$ cat src/sv/rect_circle_collision_test_top_macros.svh
// Assertion macros for the rect/circle collision test block.
// Used by rect_circle_collision_test_top; depends on a clock named clk and reset rst.
`ifndef RECT_CIRCLE_COLLISION_TEST_TOP_MACROS_SVH
`define RECT_CIRCLE_COLLISION_TEST_TOP_MACROS_SVH

// Same-cycle implication, checked outside reset
`define RCC_ASSERT_IMPL(label, ante, cons) \
  label: assert property (@(posedge clk) disable iff (rst) (ante) |-> (cons)) \
    else $error("collision test: same-cycle check failed");

// Next-cycle implication, checked outside reset
`define RCC_ASSERT_NEXT(label, ante, cons) \
  label: assert property (@(posedge clk) disable iff (rst) (ante) |=> (cons)) \
    else $error("collision test: next-cycle check failed");

`endif

$ cat src/sv/rccol_pkg.sv
// Package for the rect/circle collision test: widths, types, operation codes
// and the absolute-difference helper. Depends on nothing.
package rccol_pkg;

  localparam int COORD_BITS = 16;
  localparam int SIZE_BITS  = COORD_BITS - 1;
  localparam int EXT_BITS   = COORD_BITS + 1;      // coordinate plus size
  localparam int MAG_BITS   = COORD_BITS + 1;      // magnitude of an edge-to-centre gap
  localparam int SQ_BITS    = 2 * MAG_BITS;
  localparam int SUM_BITS   = SQ_BITS + 1;
  localparam int RSQ_BITS   = 2 * SIZE_BITS;
  localparam int OP_BITS    = 2;

  typedef logic signed [COORD_BITS-1:0] coord_t;
  typedef logic        [SIZE_BITS-1:0]  size_t;
  typedef logic signed [EXT_BITS-1:0]   ext_t;
  typedef logic signed [EXT_BITS:0]     wide_t;
  typedef logic        [MAG_BITS-1:0]   mag_t;
  typedef logic        [SQ_BITS-1:0]    sq_t;
  typedef logic        [SUM_BITS-1:0]   sum_t;
  typedef logic        [RSQ_BITS-1:0]   rsq_t;
  typedef logic        [OP_BITS-1:0]    op_t;

  localparam op_t OP_RECT_RECT     = 2'd0;
  localparam op_t OP_RECT_CIRCLE   = 2'd1;
  localparam op_t OP_CIRCLE_CIRCLE = 2'd2;

  // |a - b|, exact; the gap always fits MAG_BITS
  function automatic mag_t abs_diff(ext_t a, ext_t b);
    wide_t d;
    d = wide_t'(a) - wide_t'(b);
    return d[EXT_BITS] ? mag_t'(-d) : mag_t'(d);
  endfunction

endpackage

$ cat src/sv/rect_circle_collision_test_top.sv
// Rect/rect and rect/circle collision test, four-register pipeline.
// Depends on rccol_pkg and rect_circle_collision_test_top_macros.svh.
//
//  channel   handshake            payload
//  --------  -------------------  --------------------------------------------
//  input     start && !busy       operation, a_*, b_*, circle_x/y, circle_radius
//  result    done (one cycle)     hit
//
// One item is taken every cycle; busy is always low.
// Each item passes in turn through the input register,
// edge/gap stage, squaring stage (the 17x17 multipliers) and compare stage.
// Results leave in the order items arrived. rst (synchronous) empties the
// pipeline; items in flight are dropped. The receiver cannot stall.
`include "rect_circle_collision_test_top_macros.svh"

module rect_circle_collision_test_top (
  input  logic                   clk,
  input  logic                   rst,
  input  logic                   start,
  output logic                   busy,
  input  rccol_pkg::op_t         operation,
  input  rccol_pkg::coord_t      a_x,
  input  rccol_pkg::coord_t      a_y,
  input  rccol_pkg::size_t       a_w,
  input  rccol_pkg::size_t       a_h,
  input  rccol_pkg::coord_t      b_x,
  input  rccol_pkg::coord_t      b_y,
  input  rccol_pkg::size_t       b_w,
  input  rccol_pkg::size_t       b_h,
  input  rccol_pkg::coord_t      circle_x,
  input  rccol_pkg::coord_t      circle_y,
  input  rccol_pkg::size_t       circle_radius,
  output logic                   done,
  output logic                   hit
);

  // stage A: input register
  logic                v_a;
  rccol_pkg::op_t      op_a;
  rccol_pkg::coord_t   ax_a, ay_a, bx_a, by_a, cx_a, cy_a;
  rccol_pkg::size_t    aw_a, ah_a, bw_a, bh_a, r_a;

  // stage B: gaps and rect/rect answer
  logic                v_b;
  logic                is_rr_b, is_rc_b, rr_hit_b;
  rccol_pkg::mag_t     far_dx, far_dy, near_dx, near_dy;
  rccol_pkg::size_t    r_b;

  // stage C: squares
  logic                v_c;
  logic                is_rr_c, is_rc_c, rr_hit_c;
  rccol_pkg::sq_t      far_sx, far_sy, near_sx, near_sy;
  rccol_pkg::rsq_t     rsq_c;

  assign busy = 1'b0;

  // input register
  always_ff @(posedge clk) begin
    if (rst) begin
      v_a <= 1'b0;
    end else begin
      v_a <= start && !busy;
    end
    if (start && !busy) begin
      op_a <= operation;
      ax_a <= a_x;
      ay_a <= a_y;
      aw_a <= a_w;
      ah_a <= a_h;
      bx_a <= b_x;
      by_a <= b_y;
      bw_a <= b_w;
      bh_a <= b_h;
      cx_a <= circle_x;
      cy_a <= circle_y;
      r_a  <= circle_radius;
    end
  end

  // edges, far and near gaps per axis, inclusive rect overlap
  rccol_pkg::ext_t  ax_lo, ax_hi, ay_lo, ay_hi, bx_lo, bx_hi, by_lo, by_hi;
  rccol_pkg::ext_t  px, py;
  rccol_pkg::mag_t  gx_lo, gx_hi, gy_lo, gy_hi;
  rccol_pkg::mag_t  far_dx_next, far_dy_next, near_dx_next, near_dy_next;
  logic             apart;

  always_comb begin
    ax_lo = rccol_pkg::ext_t'(ax_a);
    ay_lo = rccol_pkg::ext_t'(ay_a);
    bx_lo = rccol_pkg::ext_t'(bx_a);
    by_lo = rccol_pkg::ext_t'(by_a);
    ax_hi = ax_lo + rccol_pkg::ext_t'({1'b0, aw_a});
    ay_hi = ay_lo + rccol_pkg::ext_t'({1'b0, ah_a});
    bx_hi = bx_lo + rccol_pkg::ext_t'({1'b0, bw_a});
    by_hi = by_lo + rccol_pkg::ext_t'({1'b0, bh_a});
    px    = rccol_pkg::ext_t'(cx_a);
    py    = rccol_pkg::ext_t'(cy_a);

    apart = (ax_lo > bx_hi) || (ax_hi < bx_lo) || (ay_lo > by_hi) || (ay_hi < by_lo);

    gx_lo = rccol_pkg::abs_diff(ax_lo, px);
    gx_hi = rccol_pkg::abs_diff(ax_hi, px);
    gy_lo = rccol_pkg::abs_diff(ay_lo, py);
    gy_hi = rccol_pkg::abs_diff(ay_hi, py);

    // far corner: larger gap on each axis (a tie gives the same gap)
    far_dx_next = (gx_hi > gx_lo) ? gx_hi : gx_lo;
    far_dy_next = (gy_hi > gy_lo) ? gy_hi : gy_lo;

    // nearest point: centre clamped into the rect
    if (px > ax_hi) begin
      near_dx_next = gx_hi;
    end else if (px < ax_lo) begin
      near_dx_next = gx_lo;
    end else begin
      near_dx_next = '0;
    end
    if (py > ay_hi) begin
      near_dy_next = gy_hi;
    end else if (py < ay_lo) begin
      near_dy_next = gy_lo;
    end else begin
      near_dy_next = '0;
    end
  end

  always_ff @(posedge clk) begin
    if (rst) begin
      v_b <= 1'b0;
    end else begin
      v_b <= v_a;
    end
    is_rr_b  <= (op_a == rccol_pkg::OP_RECT_RECT);
    is_rc_b  <= (op_a == rccol_pkg::OP_RECT_CIRCLE);
    rr_hit_b <= !apart;
    far_dx   <= far_dx_next;
    far_dy   <= far_dy_next;
    near_dx  <= near_dx_next;
    near_dy  <= near_dy_next;
    r_b      <= r_a;
  end

  // squares, operands widened to the full product width
  always_ff @(posedge clk) begin
    if (rst) begin
      v_c <= 1'b0;
    end else begin
      v_c <= v_b;
    end
    is_rr_c  <= is_rr_b;
    is_rc_c  <= is_rc_b;
    rr_hit_c <= rr_hit_b;
    far_sx   <= rccol_pkg::sq_t'(far_dx) * rccol_pkg::sq_t'(far_dx);
    far_sy   <= rccol_pkg::sq_t'(far_dy) * rccol_pkg::sq_t'(far_dy);
    near_sx  <= rccol_pkg::sq_t'(near_dx) * rccol_pkg::sq_t'(near_dx);
    near_sy  <= rccol_pkg::sq_t'(near_dy) * rccol_pkg::sq_t'(near_dy);
    rsq_c    <= rccol_pkg::rsq_t'(r_b) * rccol_pkg::rsq_t'(r_b);
  end

  // distance compares and final selection
  rccol_pkg::sum_t far_sum, near_sum, rsq_ext;
  logic            hit_next;

  always_comb begin
    far_sum  = rccol_pkg::sum_t'(far_sx) + rccol_pkg::sum_t'(far_sy);
    near_sum = rccol_pkg::sum_t'(near_sx) + rccol_pkg::sum_t'(near_sy);
    rsq_ext  = rccol_pkg::sum_t'(rsq_c);
    if (is_rr_c) begin
      hit_next = rr_hit_c;
    end else if (is_rc_c) begin
      // far corner strictly inside means the outline is missed
      hit_next = !(far_sum < rsq_ext) && (near_sum <= rsq_ext);
    end else begin
      hit_next = 1'b0;
    end
  end

  always_ff @(posedge clk) begin
    if (rst) begin
      done <= 1'b0;
    end else begin
      done <= v_c;
    end
    hit <= hit_next;
  end

  // checks
  `RCC_ASSERT_IMPL(a_done_latency, done, $past(start, 4))
  `RCC_ASSERT_IMPL(a_hit_op, done && hit, $past(operation, 4) <= rccol_pkg::OP_RECT_CIRCLE)
  `RCC_ASSERT_IMPL(a_near_le_far, v_b, near_dx <= far_dx && near_dy <= far_dy)
  `RCC_ASSERT_NEXT(a_pipe_flow, v_b, v_c)

endmodule

$ cat config.mk
export PLATFORM = sky130hd
export DESIGN_NAME = rect_circle_collision_test_top
export DESIGN_NICKNAME = d
export VERILOG_FILES = /design/src/sv/rccol_pkg.sv /design/src/sv/rect_circle_collision_test_top.sv
export VERILOG_INCLUDE_DIRS = /design/src /design/src/sv
export SDC_FILE = /design/constraint.sdc
export NUM_CORES = 2
export LEC_CHECK = 0
export BUFFER_PORTS_ARGS = -buffer_cell sky130_fd_sc_hd__buf_2
export CORE_MARGIN = 4
export CORE_UTILIZATION = 59
export CTS_CLUSTER_SIZE = 30
export DETAILED_ROUTE_END_ITERATION = 16
export PLACE_DENSITY_LB_ADDON = 0.1
export SYNTH_ARGS = -nofsm -noshare
export SYNTH_HDL_FRONTEND = slang
export SYNTH_SLANG_ARGS = --single-unit
export TNS_END_PERCENT = 10
$ cat constraint.sdc
create_clock -name clk -period 7.11 [get_ports clk]
set_clock_uncertainty 0.2 [all_clocks]
set_input_delay 0.711 -clock clk [delete_from_list [all_inputs] [get_ports clk]]
set_output_delay 0.711 -clock clk [all_outputs]
set_load 0.03 [all_outputs]
==> flow_metrics.py <==
metrics = {
    "synth": {
        "synth_top_family_by_area": "adder cells",
        "synth_compound_area_frac": 0.09727,
        "synthAdderAreaFrac": 0.4689,
        "synth_edf_count": 173,
        "syn_nets": 8556,
        "synthMuxAreaShare": 0.006724,
        "syn-cell-area_sq_um": 62340,
        "synth_cells": 6592,
        "synthXorXnorAreaFrac": 0.05199,
        "syn_area_per_cell_sq_um": 9.457,
        "ys_ff_latch": 428,
        "synthSimpleGateAreaFrac": 0.1138,
        "yosys_warnings": 0,
        "synth.yosys.seq_area_share": 0.1652,
        "ys_types": 80,
        "synth_ff_type": "dfxtp_1",
        "async_flop_share": 0,
    },
    "detailed_routing": {
        "ant_nets": 0,
        "wl_um": 145000,
        "route.detailed.drc": 0,
        "wire_per_inst_um": 17.33,
        "drtPass1Iterations": 6,
        "drt-initial-drc-count": 2282,
        "viasPerCell": 5.402,
        "vias": 45193,
    },
    "clock_tree": {
        "clk_pin_slew_worst_paths_ns": 0.06,
        "clock_sink_count": 428,
        "h-tree-depth": 2,
        "cts_root_buf": "clkbuf_16",
        "clk_latency_ns": 0.66,
        "cts_max_path_buffers": 3,
        "cts_tree": "yes",
        "cts_buffers": 51,
    },
    "layout": {
        "areaGrowthSynthToFinish_pct": 9.841,
        "design.final.nets": 8909,
        "drive_above_1_share": 0.07659,
    },
    "sta": {
        "rsz0062_at_grt": "true",
        "slew_headroom": 0.3679,
        "drv_slew": 0,
        "tightest_slew_ns": 0.9482,
        "fin_setup_tns_ns": 0,
        "setup_viol": 0,
        "max_freq_ghz": 0.1467,
        "hold_violations": 0,
        "fin_crit_ns": 6.819,
        "timing.final.crit_share": 0.9591,
    },
    "die": {
        "start_util": 0.5980,
        "io_pins": 179,
        "die_w_um": 333.1,
        "die_area_sq_um": 110900,
        "dieHeight_um": 333.1,
        "core-area_sq_um": 104200,
        "rows": 118,
    },
    "worst_setup_path": {
        "worstSetupStartpoint": "far_dy[9]$_DFF_P_",
        "critPathKind": "reg2reg",
        "critPathTopFamily": "adder cells",
        "critPathBufInv": 5,
        "critPathMostFrequentCell": "fa_1",
        "slowest_delay_ns": 0.53,
        "cp-end-kind": "flop",
        "start_kind": "flop",
        "cp.required_ns": 7.48,
        "cp_max_fo": 5,
        "path_cells": "inv_1 > nor2_1 > fa_1 > fa_1 > inv_1 > fa_1 > inv_1 > fa_1 > inv_1 > fa_1 > fa_1 > inv_1 > ha_1 > a2111o_1 > a41oi_2 > o221ai_1 > o31ai_2 > o21ai_1 > a31oi_2 > o21bai_1 > a21oi_1 > xnor2_1",
        "reg2reg_from": "far_dy[9]$_DFF_P_",
        "slowest_stage": "fa_1",
        "critPathArrivalTime_ns": 7.19,
    },
    "hold_path": {
        "min_path_type": "in2reg",
        "min_from": "circle_radius[2]",
    },
    "global_routing": {
        "grt_usage": 0.2669,
        "grt_max_degree": 156,
        "grt-ovfl-total": 0,
        "grt_pass1_wl_um": 240800,
        "grt_pass1_vias": 47817,
        "antenna_found_initial": 0,
    },
    "place": {
        "port_buffers": 177,
        "dp_hpwl_um": 125100,
        "place_congestion": 0.9311,
    },
    "job": {
        "drv_cap": 0,
    },
    "run_status": {
        "status": "completed",
    },
}
==> cell usage in the layout, fill, tap and decap left out, drive strengths merged, types with 12 or more instances in the layout <==
master       instances
a211oi              28
a21boi              20
a21o               144
a21oi              255
a31o                15
a31oi               15
and2               277
and3                23
buf                355
clkbuf              65
dfxtp              255
dlygate4sd3         60
edfxtp             173
fa                 914
ha                 874
inv               1485
mux2i               34
nand2              461
nand2b              47
nand3               73
nand4               42
nor2               268
nor2b               79
nor3                75
nor4                16
o2111ai             12
o211ai              16
o21a                55
o21ai              166
o21bai              39
o22ai               42
o31ai               24
o41ai               15
or2                 19
or3                 27
xnor2              247
xor2               123
==> final cells by class <==
type                    instances  area (sq um)
fillers                      8755         35760
flip-flops and latches        428         10320
inverters                    1477          5544
multi-input cells            4572         46180
well taps                    1380          1727
clock inverters                28         366.6
repair buffers                415          2883
diodes                          1         2.502
clock buffers                  65          1445
==> kinds of logic (layout without fill, tap and decap cells) <==
logic type,count (synthesis),count (layout)
mux,41,41
buf+inv,1592,1985
fa+ha+maj,1788,1788
flops,428,428
simple gates,1442,1442
other cells,1,2
compound gates,930,930
xor+xnor,370,370
==> registers in the layout (all words and copies together), names as in the netlist, 17 cells and up <==
signal   flops
near_dx     17
far_dx      17
near_sy     33
rsq_c       29
near_sx     33
near_dy     17
far_dy      17
far_sx      33
far_sy      33
==> worst reg2reg max path: cells and delay by family, from the launching register on <==
family | cells | cell delay, ns
DFF | 1 | 0.47
AOI/OAI and AO/OA | 8 | 1.99
and+or+nand+nor | 1 | 0.26
buffers and inverters | 5 | 0.37
adders and majority gates | 7 | 3.31
xor gates and xnor gates | 1 | 0.15
==> repair_timing <==
item                                    4_1_cts  5_1_grt
cloned                                        0        0
hold endpoints to repair                     60        0
resized for setup                             3       56
pin swaps                                     0        9
endpoints found under the setup margin        2       53
hold buffers                                 60        0
buffers inserted                              0        2
==> path summary, 6_finish.rpt <==
check                       end  slack [ns]  cells past startpoint
max          far_sy[31]$_DFF_P_        0.29                     22
min            r_a[2]$_DFFE_PP_        0.04                      1
max reg2reg  far_sy[31]$_DFF_P_        0.29                     22
min reg2reg     is_rc_c$_DFF_P_        0.13                      0
==> cell usage after synthesis (all sizes together) (28+ instances only) <==
cell | count | share of area
inv | 1477 | 0.089
dfxtp | 255 | 0.082
edfxtp | 173 | 0.083
o21bai | 39 | 0.0047
mux2i | 34 | 0.0055
a211oi | 28 | 0.0034
and2 | 277 | 0.028
nand2b | 47 | 0.0047
fa | 914 | 0.29
o21ai | 166 | 0.013
clkbuf | 107 | 0.0064
a21oi | 255 | 0.020
nor2 | 268 | 0.016
nand2 | 461 | 0.028
nand4 | 42 | 0.0042
a21o | 144 | 0.017
xor2 | 123 | 0.017
nor3 | 75 | 0.0060
o21a | 55 | 0.0066
nor2b | 79 | 0.0079
ha | 874 | 0.18
o22ai | 42 | 0.0042
xnor2 | 247 | 0.035
nand3 | 73 | 0.0059
==> per-stage QoR <==
stage	cell area (sq um)	utilization	hold WS (ns)	setup WS, ns	instances
after global routing	68470	0.6569	0.01188	-0.02469	8365
after global placement	65890	0.6321	0.1131	0.1670	8210
final	68470	0.6569	0.04018	0.2911	8366
after CTS	68310	0.6553	0.0002805	0.06825	8363
after floorplan	62340	-	0.1096	0.1499	6592
after detailed placement	65890	0.6321	0.1164	-0.02152	8210
==> routing by layer <==
layer / track usage / up-vias / wire, um / share of wire
met1: 0.3627 / 22111 / 63960 / 0.44
met5: 0 / - / 0 / 0
met3: 0.03728 / 213 / 8049 / 0.056
met4: 0.07532 / 0 / 4211 / 0.029
li1: - / 21812 / - / -
met2: 0.4501 / 1057 / 68800 / 0.47
Power is left out: the tool's default activity adds up to more than one toggle a clock period on the data nets, which glitch-free logic cannot reach.
